`src/hdl/preamble_length_crc_deframer_unit_assert.svh`:
```
// Assertion macros for the preamble/length/CRC deframer.
`ifndef PREAMBLE_LENGTH_CRC_DEFRAMER_UNIT_ASSERT_SVH
`define PREAMBLE_LENGTH_CRC_DEFRAMER_UNIT_ASSERT_SVH

// Property must hold on every clock edge outside reset.
`define PLCD_ASSERT(lbl, prop, msg) \
	lbl: assert property (@(posedge clk) disable iff (!arst_n) prop) else $error(msg);

// Condition must never be seen outside reset.
`define PLCD_ASSERT_NEVER(lbl, cond, msg) \
	lbl: assert property (@(posedge clk) disable iff (!arst_n) !(cond)) else $error(msg);

`endif

```
`src/hdl/plcd_pkg.sv`:
```
// Types, codes and the CRC-32 byte step shared by the deframer.
`default_nettype none
package plcd_pkg;

	typedef enum logic [1:0] {
		PH_HUNT    = 2'd0,
		PH_HEADER  = 2'd1,
		PH_PAYLOAD = 2'd2,
		PH_CRC     = 2'd3
	} phase_t;

	typedef enum logic [2:0] {
		EV_NONE     = 3'd0,
		EV_GOOD     = 3'd1,
		EV_TOO_LONG = 3'd2,
		EV_CRC_BAD  = 3'd3,
		EV_ID_RANGE = 3'd4
	} event_t;

	typedef enum logic [1:0] {
		REG_PREAMBLE = 2'd0,
		REG_CAPACITY = 2'd1,
		REG_ID_LOW   = 2'd2,
		REG_ID_HIGH  = 2'd3
	} reg_index_t;

	localparam logic [31:0] CRC_POLY       = 32'hEDB88320;
	localparam logic [31:0] CRC_INIT       = 32'hFFFFFFFF;
	localparam logic [31:0] PREAMBLE_RESET = 32'h0000_0000;
	localparam logic [15:0] CAPACITY_RESET = 16'd1024;
	localparam logic [7:0]  ID_LOW_RESET   = 8'd1;
	localparam logic [7:0]  ID_HIGH_RESET  = 8'd11;
	// preamble, header and CRC overhead added to the length before the capacity check
	localparam logic [16:0] FRAME_OVERHEAD = 17'd11;

	// Reflected CRC-32 over one byte, eight shift steps.
	function automatic logic [31:0] crc32_byte(input logic [31:0] crc, input logic [7:0] b);
		logic [31:0] c;
		c = crc ^ {24'd0, b};
		for (int k = 0; k < 8; k++) begin
			c = c[0] ? ((c >> 1) ^ CRC_POLY) : (c >> 1);
		end
		return c;
	endfunction

endpackage
`default_nettype wire

```
`src/hdl/preamble_length_crc_deframer_unit.sv`:
```
// Top level of the preamble/length/CRC-32 stream deframer.
// Stage 1 registers the accepted input word, stage 2 its result word on the master side.
// Throughput: one byte per cycle; the CRC byte step and the phase update are one stage.
// Each input word yields exactly one result word; back-pressure stalls both stages.
// Reset (arst_n low, asynchronous): registers return to their defaults, hunt restarts,
// both stages empty. No clearing pass; the block takes words straight after reset.
`default_nettype none
`include "preamble_length_crc_deframer_unit_assert.svh"
module preamble_length_crc_deframer_unit (
	input  wire logic        clk,
	input  wire logic        arst_n,
	// receive byte stream
	input  wire logic        s_tvalid,
	output logic             s_tready,
	input  wire logic [7:0]  s_tdata,  // [7:0] rx_byte
	// result stream
	output logic             m_tvalid,
	input  wire logic        m_tready,
	output logic [79:0]      m_tdata,  // [7:0] msg_id, [23:8] frame_len, [31:24] payload_byte,
	                                   // [47:32] payload_index, [79:48] computed_crc
	output logic [3:0]       m_tuser,  // [2:0] event_res, [3] payload_valid
	// configuration write channel
	input  wire logic        cfg_valid,
	output logic             cfg_ready,
	input  wire logic [1:0]  cfg_index,
	input  wire logic [31:0] cfg_data
);

	// ---------------- configuration registers ----------------
	logic [31:0] preamble_q;
	logic [15:0] capacity_q;
	logic [7:0]  id_low_q;
	logic [7:0]  id_high_q;

	// writes are taken at any time; the user writes only while idle
	assign cfg_ready = 1'b1;

	always_ff @(posedge clk or negedge arst_n) begin
		if (!arst_n) begin
			preamble_q <= plcd_pkg::PREAMBLE_RESET;
			capacity_q <= plcd_pkg::CAPACITY_RESET;
			id_low_q   <= plcd_pkg::ID_LOW_RESET;
			id_high_q  <= plcd_pkg::ID_HIGH_RESET;
		end else if (cfg_valid && cfg_ready) begin
			case (plcd_pkg::reg_index_t'(cfg_index))
				plcd_pkg::REG_PREAMBLE: preamble_q <= cfg_data;
				plcd_pkg::REG_CAPACITY: capacity_q <= cfg_data[15:0];
				plcd_pkg::REG_ID_LOW:   id_low_q   <= cfg_data[7:0];
				plcd_pkg::REG_ID_HIGH:  id_high_q  <= cfg_data[7:0];
				default: ;
			endcase
		end
	end

	// ---------------- stage 1: input register ----------------
	logic       valid_s1;
	logic [7:0] byte_s1;
	logic       valid_s2;
	logic       advance;   // stage 1 word moves into the result register

	assign advance  = valid_s1 && (!valid_s2 || m_tready);
	assign s_tready = !valid_s1 || advance;

	always_ff @(posedge clk or negedge arst_n) begin
		if (!arst_n) begin
			valid_s1 <= 1'b0;
		end else if (s_tready) begin
			valid_s1 <= s_tvalid;
		end
	end

	// payload register, no reset needed
	always_ff @(posedge clk) begin
		if (s_tvalid && s_tready) begin
			byte_s1 <= s_tdata;
		end
	end

	// ---------------- deframer state ----------------
	plcd_pkg::phase_t phase_q, phase_d;
	logic [1:0]  match_q, match_d;
	logic [15:0] count_q, count_d;
	logic [7:0]  frame_id_q, frame_id_d;
	logic [15:0] frame_len_q, frame_len_d;
	logic [31:0] crc_q, crc_d;
	logic [31:0] rx_crc_q, rx_crc_d;

	logic [31:0] crc_step;     // running CRC advanced by the stage 1 byte
	logic [7:0]  want_byte;    // preamble byte expected at match_q
	logic [15:0] len_full;     // length once its high byte arrives
	logic        too_long;
	logic [31:0] rx_crc_lane;  // received CRC with the stage 1 byte merged in
	logic [15:0] count_inc;

	assign crc_step  = plcd_pkg::crc32_byte(crc_q, byte_s1);
	assign len_full  = {byte_s1, frame_len_q[7:0]};
	assign too_long  = ({1'b0, len_full} + plcd_pkg::FRAME_OVERHEAD) > {1'b0, capacity_q};
	assign count_inc = count_q + 16'd1;

	always_comb begin
		case (match_q)
			2'd0:    want_byte = preamble_q[7:0];
			2'd1:    want_byte = preamble_q[15:8];
			2'd2:    want_byte = preamble_q[23:16];
			default: want_byte = preamble_q[31:24];
		endcase
	end

	always_comb begin
		case (count_q[1:0])
			2'd0:    rx_crc_lane = rx_crc_q | {24'd0, byte_s1};
			2'd1:    rx_crc_lane = rx_crc_q | {16'd0, byte_s1, 8'd0};
			2'd2:    rx_crc_lane = rx_crc_q | {8'd0, byte_s1, 16'd0};
			default: rx_crc_lane = rx_crc_q | {byte_s1, 24'd0};
		endcase
	end

	// next state
	always_comb begin
		phase_d     = phase_q;
		match_d     = match_q;
		count_d     = count_q;
		frame_id_d  = frame_id_q;
		frame_len_d = frame_len_q;
		crc_d       = crc_q;
		rx_crc_d    = rx_crc_q;
		case (phase_q)
			plcd_pkg::PH_HUNT: begin
				if (byte_s1 == want_byte) begin
					crc_d   = crc_step;
					match_d = match_q + 2'd1;   // wraps to zero after the last byte
					if (match_q == 2'd3) begin
						count_d = 16'd0;
						phase_d = plcd_pkg::PH_HEADER;
					end
				end else begin
					// restart; this byte is not retried as a first preamble byte
					match_d = 2'd0;
					count_d = 16'd0;
					crc_d   = plcd_pkg::CRC_INIT;
				end
			end
			plcd_pkg::PH_HEADER: begin
				crc_d = crc_step;
				if (count_q[1:0] == 2'd0) begin
					frame_id_d = byte_s1;
					count_d    = 16'd1;
				end else if (count_q[1:0] == 2'd1) begin
					frame_len_d = {8'd0, byte_s1};
					count_d     = 16'd2;
				end else begin
					frame_len_d = len_full;
					if (too_long) begin
						phase_d = plcd_pkg::PH_HUNT;
						match_d = 2'd0;
						count_d = 16'd0;
						crc_d   = plcd_pkg::CRC_INIT;
					end else begin
						count_d  = 16'd0;
						rx_crc_d = 32'd0;
						phase_d  = (len_full == 16'd0) ? plcd_pkg::PH_CRC : plcd_pkg::PH_PAYLOAD;
					end
				end
			end
			plcd_pkg::PH_PAYLOAD: begin
				crc_d   = crc_step;
				count_d = count_inc;
				if (count_inc >= frame_len_q) begin
					count_d  = 16'd0;
					rx_crc_d = 32'd0;
					phase_d  = plcd_pkg::PH_CRC;
				end
			end
			default: begin
				rx_crc_d = rx_crc_lane;
				if (count_q[1:0] == 2'd3) begin
					phase_d = plcd_pkg::PH_HUNT;
					match_d = 2'd0;
					count_d = 16'd0;
					crc_d   = plcd_pkg::CRC_INIT;
				end else begin
					count_d = {14'd0, count_q[1:0] + 2'd1};
				end
			end
		endcase
	end

	// result fields for the stage 1 byte
	plcd_pkg::event_t ev_d;
	logic        pv_d;
	logic [7:0]  pb_d;
	logic [15:0] pi_d;
	logic [31:0] cc_d;

	always_comb begin
		ev_d = plcd_pkg::EV_NONE;
		pv_d = 1'b0;
		pb_d = 8'd0;
		pi_d = 16'd0;
		cc_d = 32'd0;
		case (phase_q)
			plcd_pkg::PH_HEADER: begin
				if (count_q[1:0] != 2'd0 && count_q[1:0] != 2'd1 && too_long) begin
					ev_d = plcd_pkg::EV_TOO_LONG;
					cc_d = ~crc_step;
				end
			end
			plcd_pkg::PH_PAYLOAD: begin
				pv_d = 1'b1;
				pb_d = byte_s1;
				pi_d = count_q;
			end
			plcd_pkg::PH_CRC: begin
				if (count_q[1:0] == 2'd3) begin
					cc_d = ~crc_q;
					if (rx_crc_lane != ~crc_q) begin
						ev_d = plcd_pkg::EV_CRC_BAD;
					end else if (frame_id_q < id_low_q || frame_id_q > id_high_q) begin
						ev_d = plcd_pkg::EV_ID_RANGE;
					end else begin
						ev_d = plcd_pkg::EV_GOOD;
					end
				end
			end
			default: ;
		endcase
	end

	// advance the deframer state once per byte leaving stage 1
	always_ff @(posedge clk or negedge arst_n) begin
		if (!arst_n) begin
			phase_q     <= plcd_pkg::PH_HUNT;
			match_q     <= 2'd0;
			count_q     <= 16'd0;
			frame_id_q  <= 8'd0;
			frame_len_q <= 16'd0;
			crc_q       <= plcd_pkg::CRC_INIT;
			rx_crc_q    <= 32'd0;
		end else if (advance) begin
			phase_q     <= phase_d;
			match_q     <= match_d;
			count_q     <= count_d;
			frame_id_q  <= frame_id_d;
			frame_len_q <= frame_len_d;
			crc_q       <= crc_d;
			rx_crc_q    <= rx_crc_d;
		end
	end

	// ---------------- stage 2: result register ----------------
	plcd_pkg::event_t ev_s2;
	logic        pv_s2;
	logic [7:0]  id_s2;
	logic [15:0] len_s2;
	logic [7:0]  pb_s2;
	logic [15:0] pi_s2;
	logic [31:0] cc_s2;

	always_ff @(posedge clk or negedge arst_n) begin
		if (!arst_n) begin
			valid_s2 <= 1'b0;
		end else if (!valid_s2 || m_tready) begin
			valid_s2 <= valid_s1;
		end
	end

	always_ff @(posedge clk) begin
		if (advance) begin
			ev_s2  <= ev_d;
			pv_s2  <= pv_d;
			id_s2  <= frame_id_d;
			len_s2 <= frame_len_d;
			pb_s2  <= pb_d;
			pi_s2  <= pi_d;
			cc_s2  <= cc_d;
		end
	end

	assign m_tvalid = valid_s2;
	assign m_tdata  = {cc_s2, pi_s2, pb_s2, len_s2, id_s2};
	assign m_tuser  = {pv_s2, ev_s2};

	// ---------------- checks ----------------
	`PLCD_ASSERT(a_payload_no_event,
		valid_s2 && pv_s2 |-> ev_s2 == plcd_pkg::EV_NONE,
		"payload word carries an event")
	`PLCD_ASSERT(a_event_back_to_hunt,
		advance && ev_d != plcd_pkg::EV_NONE |=> phase_q == plcd_pkg::PH_HUNT,
		"frame event without return to preamble hunt")
	`PLCD_ASSERT(a_crc_only_with_event,
		valid_s2 && ev_s2 == plcd_pkg::EV_NONE |-> cc_s2 == 32'd0,
		"computed CRC shown without an event")
	`PLCD_ASSERT_NEVER(a_payload_count_range,
		phase_q == plcd_pkg::PH_PAYLOAD && count_q >= frame_len_q,
		"payload count reached frame length")

endmodule
`default_nettype wire

```
`config.mk`:
```
export PLATFORM = sky130hd
export DESIGN_NAME = preamble_length_crc_deframer_unit
export DESIGN_NICKNAME = d
export VERILOG_FILES = /design/src/hdl/plcd_pkg.sv /design/src/hdl/preamble_length_crc_deframer_unit.sv
export VERILOG_INCLUDE_DIRS = /design/src /design/src/hdl
export SDC_FILE = /design/constraint.sdc
export NUM_CORES = 1
export LEC_CHECK = 0
export BUFFER_PORTS_ARGS = -buffer_cell sky130_fd_sc_hd__buf_2
export CAP_MARGIN = 20
export CORE_MARGIN = 4
export CORE_UTILIZATION = 56
export CTS_BUF_LIST = sky130_fd_sc_hd__clkbuf_2 sky130_fd_sc_hd__clkbuf_4 sky130_fd_sc_hd__clkbuf_8
export CTS_CLUSTER_DIAMETER = 200
export CTS_CLUSTER_SIZE = 10
export DETAILED_ROUTE_END_ITERATION = 16
export GPL_ROUTABILITY_DRIVEN = 0
export PLACE_DENSITY = 0.79
export REMOVE_ABC_BUFFERS = 1
export SYNTH_ARGS = -nofsm -noshare
export SYNTH_HDL_FRONTEND = slang
export SYNTH_SLANG_ARGS = --single-unit
```
`constraint.sdc`:
```
create_clock -name clk -period 3.6 [get_ports clk]
set_clock_uncertainty 0.1 [all_clocks]
set_input_delay 0.36 -clock clk [delete_from_list [all_inputs] [get_ports clk]]
set_output_delay 0.36 -clock clk [all_outputs]
set_load 0.01 [all_outputs]
```
* Word-level counts from Yosys, hierarchy flattened *
Index checks and enable logic that the tools add are counted.
W data, S select, Z words.

storage, ports and cells
  bits in read-only memories = 0
  bits in latches = 0
  bits in writable memories = 0
  input bits = 47
  word-level logic and storage cells = 151
  memories = 0
  flip-flop bits (word level) = 266

cells by class
  multiply operators = 0
  shifts and indexed selects = 0
  mux-type cells = 56
  eq/ne operators = 23
  bitwise operators = 17
  div/mod/pow operators = 0
  add/subtract/negate cells = 4
  reduce and logical (&&, ||, !) cells = 26
  magnitude comparators = 4

operators by type and width
  cell                     number
  $mux W32                 19
  $pmux W32 S3             3
  $not A13 Y14             8
  $mux W16                 6
  $not A32 Y32             2
  $pmux W32 S2             1
  $pmux W16 S3             1
  $ne A32 B32 Y1           1
  $or A32 B16 Y32          1
  $or A32 B24 Y32          1
  $or A32 B32 Y32          1
  $or A32 B8 Y32           1
  $xor A32 B8 Y32          1
  $mux W2                  15
  $pmux W8 S3              1
  $add A16 B4 Y17 const B  1
  $gt A17 B16 Y1           1
  $add A16 B1 Y16 const B  1
  $eq A2 B2 Y1 const B     8
  $ge A16 B16 Y1           1
  $logic_not A16 Y1        1
  $mux W8                  2
  $ne A2 B2 Y1 const B     7
  $pmux W2 S3              2
  other kinds (21)         44

* Depth between registers and ports, before layout *
  depth in word-level cells = 21
  gate-level depth with buffers = 17

* Least setup slack after synthesis *
Ideal clock, no wire load.

  path kind = register to register
  start = reg valid_s2 (netlist: m_tvalid)
  end = reg cc_s2[0] (enable)
  clock period less this slack = 3.759 ns
  stages on the path, launching flop included = 5
  arrival = 3.179 ns
  slack = -0.159 ns
  setup time = 0.480 ns
  cell sequence = dfrtp_1 nand2b_1 nand2_1 clkinv_1 clkbuf_1

between the ends
  longest elaborated chain between the ends = 3

ends and longest elaborated chain
  item                    line                                      RTL
  from (decl)             preamble_length_crc_deframer_unit.sv:58   logic valid_s2;
  from (signal assigned)  preamble_length_crc_deframer_unit.sv:263  valid_s2 <= valid_s1;
  $logic_not A1 Y1        preamble_length_crc_deframer_unit.sv:61   assign advance = valid_s1 && (!valid_s2 || m_tready);
  $logic_or A1 B1 Y1      preamble_length_crc_deframer_unit.sv:61
  $logic_and A1 B1 Y1     preamble_length_crc_deframer_unit.sv:61
  net advance             preamble_length_crc_deframer_unit.sv:59   logic advance;
  to (signal assigned)    preamble_length_crc_deframer_unit.sv:275  cc_s2 <= cc_d;
  to (decl)               preamble_length_crc_deframer_unit.sv:257  logic [31:0] cc_s2;

The timed path passes the listed nets, and every way through them passes these cells.
A chain may end at the register's enable or synchronous reset.

* Worst setup path after layout *
  start = reg frame_len_q[0]
  end = reg rx_crc_q[25]

between the ends
  longest elaborated chain between the ends = 4

ends and longest elaborated chain
  item                           line                                      RTL
  from (decl)                    preamble_length_crc_deframer_unit.sv:84   logic [15:0] frame_len_q, frame_len_d;
  from (signal assigned)         preamble_length_crc_deframer_unit.sv:244  frame_len_q <= frame_len_d;
  $add A16 B4 Y17                preamble_length_crc_deframer_unit.sv:97   assign too_long = ({1'b0, len_full} + plcd_pkg::FRAME_OVERHEAD) > {1'b0, capacity_q};
  $gt A17 B16 Y1                 preamble_length_crc_deframer_unit.sv:97
  $ne A2 B2 Y1 (no line)         n/a
  $reduce_and A6 Y1 (no line) *  n/a
  to (signal assigned)           preamble_length_crc_deframer_unit.sv:246  rx_crc_q <= rx_crc_d;
  to (decl)                      preamble_length_crc_deframer_unit.sv:86   logic [31:0] rx_crc_q, rx_crc_d;

Mark *: on every way between the ends. The rest lies on a longest branch, timed or not.

==> flow_metrics.tcl <==
set metrics [dict create \
    status "finished, final reports clean" \
    path_delay_family "compound AO/OA/AOI/OAI gates" \
    dp_hpwl_mm 27.0 \
    ios 134 \
    p_per_area_mw_per_mm2 843 \
    finalMaxSlewViolations 0 \
    clk_pin_slew_worst_paths_ps 90 \
    leakagePower_nw 7.44 \
    final_cell_mix "dfrtp_1, buf_2, nand2_1" \
    fmax_mhz 284 \
    htree_levels 1 \
    synth_flop_cell "dfrtp_1" \
    grt_pass1_vias 11461 \
    die_h_um 169 \
    worst_slew_pin_slew_ps 865 \
    clockBufferDepth 3 \
    avgSynthCellArea_sq_um 10.9 \
    final_layout_size_suffix_gt1_frac 0.272 \
    final.setup.worst_slack_ps 73.0 \
    holdWs_ps 38.8 \
    max_stage_delay_ps 370 \
    reg2reg_slack_ps 70 \
    cp_data_required_time_ps 3970 \
    antenna_found_initial 0 \
    path_max_fanout 22 \
    n_antenna_cell 0 \
    postRouteAntennaNets 0 \
    power_mw 14.5 \
    crit_chain "inv_2 -> ha_2 -> nand2b_4 -> a211oi_2 -> buf_4 -> nand2_2 -> xnor2_2 -> ha_1 -> a21o_1 -> a21o_1 -> a211oi_2 -> a211oi_1 -> nand4bb_4 -> o21bai_1 -> buf_12 -> a22o_1" \
    start_util 0.574 \
    clockRootBuffer "clkbuf_8" \
    num_rows 58 \
    min_period_ps 3530 \
    dp.cells 1792 \
    wl_per_cell_um 20.7 \
    grt_max_degree 90 \
    globalRouteOverflowTotal 0 \
    startpoint_type "flip-flop" \
    path_class "reg -> reg" \
    post-route-period-util 0.980 \
    max_slew_margin 0.424 \
    core_sq_mm 0.0253 \
    crit_buf_inv 3 \
    max-cap-violations 0 \
    finalHoldViolCount 0 \
    firstDrtPassIters 6 \
    vias_per_cell 6.10 \
    ys_types 75 \
    end_kind "flip-flop" \
    setup_viol_count_final 0 \
    crit_slowest_cell "dfrtp_1" \
    synth_seq_cells 266 \
    arrival_ps 3900 \
    port_buffers 132 \
    hold_path.class "in -> reg" \
    drc 0 \
    worstSkewPairLatency_ps 590 \
    die_area_sq_mm 0.0286 \
    netlist_area_sq_mm 0.0145 \
    syn_to_final_growth_pct 18.4 \
    drtIter0Drc 1184 \
    gr-usage-all-layers 0.265 \
    synthCells 1332 \
    nets 1652 \
    drt_wl_total_mm 39.2 \
    cts.sinks 266 \
    vias 11574 \
    preCtsSetupSlack_ps -158 \
    final_common_cell "dfrtp_1" \
    die_w_um 169 \
    ys_seq_area_frac 0.493 \
    async_reset_ff_frac 0.654 \
    stdcell_count 1897 \
    synth_warnings 0 \
    tritoncts "done" \
    tritoncts.num_buffers 30 \
    peakVddDrop_mv 0.504 \
    grt_first_pass_wirelength_mm 61.2 \
    synth_edf_count 92 \
]
[repair_timing]
item	4_1_cts	5_1_grt
setup buffers	0	3
setup endpoints to repair	12	99
hold buffers	43	0
hold endpoints to repair	131	0
gates resized for setup	1	28
gates cloned	0	4
pin swaps	0	10
[registers in the layout, summed over array words and instances, names as in the netlist, 2 cells and up]
name / count
byte_s1: 8
capacity_q: 16
cc_s2: 32
count_q: 16
crc_q: 32
ev_s2: 3
frame_id_q: 8
frame_len_q: 16
id_high_q: 8
id_low_q: 8
id_s2: 8
len_s2: 16
match_q: 2
pb_s2: 8
phase_q: 2
pi_s2: 16
preamble_q: 32
rx_crc_q: 32
[metrics by stage]
step | util | setup TNS (ps) | area [sq um]
floorplan | - | -158300 | 14200
global placement | 0.628 | 0 | 15900
detailed placement | 0.628 | -1750 | 15900
CTS | 0.670 | 0 | 17000
global route | 0.679 | -3680 | 17200
finish | 0.679 | 0 | 17200
[synthesized netlist by cell type (3+ instances only)]
master | n | area [sq um]
a21oi_1 | 43 | 215
edfxtp_1 | 92 | 2760
o211ai_1 | 20 | 150
o21a_1 | 5 | 37.5
nor2b_1 | 21 | 131
nand3b_1 | 6 | 45.0
xnor2_1 | 82 | 718
mux2i_1 | 13 | 130
ha_1 | 61 | 763
o221a_2 | 3 | 33.8
nor2_1 | 36 | 135
o31ai_1 | 12 | 90.1
nand2_1 | 107 | 402
o221ai_1 | 3 | 26.3
o311ai_0 | 6 | 52.6
buf_1 | 4 | 15.0
a211o_1 | 5 | 43.8
and3_1 | 6 | 37.5
nand2b_1 | 28 | 175
a21boi_0 | 18 | 135
nand3_1 | 26 | 130
a211oi_1 | 7 | 52.6
nor4_1 | 11 | 68.8
inv_1 | 75 | 282
a222oi_1 | 10 | 100
nand4_1 | 6 | 37.5
clkbuf_1 | 55 | 206
a22o_1 | 9 | 78.8
o2111ai_1 | 4 | 35.0
dfstp_2 | 37 | 972
a41oi_1 | 4 | 35.0
xnor2_2 | 5 | 81.3
a32o_1 | 12 | 120
or3_1 | 5 | 31.3
and4_1 | 5 | 43.8
nor3_1 | 16 | 80.1
mux2_2 | 80 | 901
and2_1 | 28 | 175
buf_2 | 14 | 70.1
a21o_1 | 11 | 82.6
xor2_1 | 30 | 263
o21ai_0 | 79 | 395
o22a_1 | 25 | 219
dfrtp_1 | 137 | 3430
o22ai_1 | 33 | 206
[kinds of logic (layout without fill, tap and decap cells)]
logic type      Yosys count  count (layout)  synth area share
compound gates          325             325             0.156
simple gates            313             313             0.110
flops                   266             266             0.493
buf+inv                 155             390            0.0429
xor+xnor                118             118            0.0743
mux                      93              93            0.0710
fa+ha+maj                61              61            0.0525
other cells               1               1          0.000258
[report_power, final]
part / switching, mW / internal, mW
combinational: 4.13 / 3.31
clock: 1.05 / 1.10
sequential: 0.760 / 4.15
total: 5.94 / 8.56
[worst register-to-register path: stages, from the launching register on]
cell and delay, ps:
dfrtp_1 370, inv_2 50, ha_2 180, nand2b_4 140, a211oi_2 180, buf_4 180, nand2_2 70, xnor2_2 140
ha_1 330, a21o_1 180, a21o_1 180, a211oi_2 220, a211oi_1 130, nand4bb_4 300, o21bai_1 240, buf_12 180
a22o_1 230
[layer usage]
layer	vias to the layer above	wire, um	share of wire	global-route usage
met5	-	0	0	0
met4	0	1460	0.037	0.0938
met3	117	3460	0.088	0.0458
met2	597	18600	0.47	0.430
met1	5608	15700	0.40	0.363
li1	5252	-	-	-
[layout make-up]
class                           instances  area (sq um)
Clock buffer                           54           599
Clock inverter                          1          30.0
Fill cell                            1875          8130
Inverter                               77           292
Multi-Input combinational cell        911          6860
Sequential cell                       266          7160
Tap cell                              330           413
Timing Repair Buffer                  258          1840
[path summary, 6_finish.rpt]
| kind | start | end | depth (start not counted) |
|---|---|---|---|
| setup / recovery | frame_len_q[0] | rx_crc_q[25] | 16 |
| setup reg to reg | frame_len_q[0] | rx_crc_q[25] | 16 |
| hold / removal | cfg_data[7] | id_high_q[7] | 2 |
| max in group asynchronous | arst_n | capacity_q[10] | 3 |
| hold reg to reg | rx_crc_q[26] | rx_crc_q[26] | 2 |
| min in group asynchronous | arst_n | preamble_q[28] | 2 |
Power figures use the tool's default switching activity.
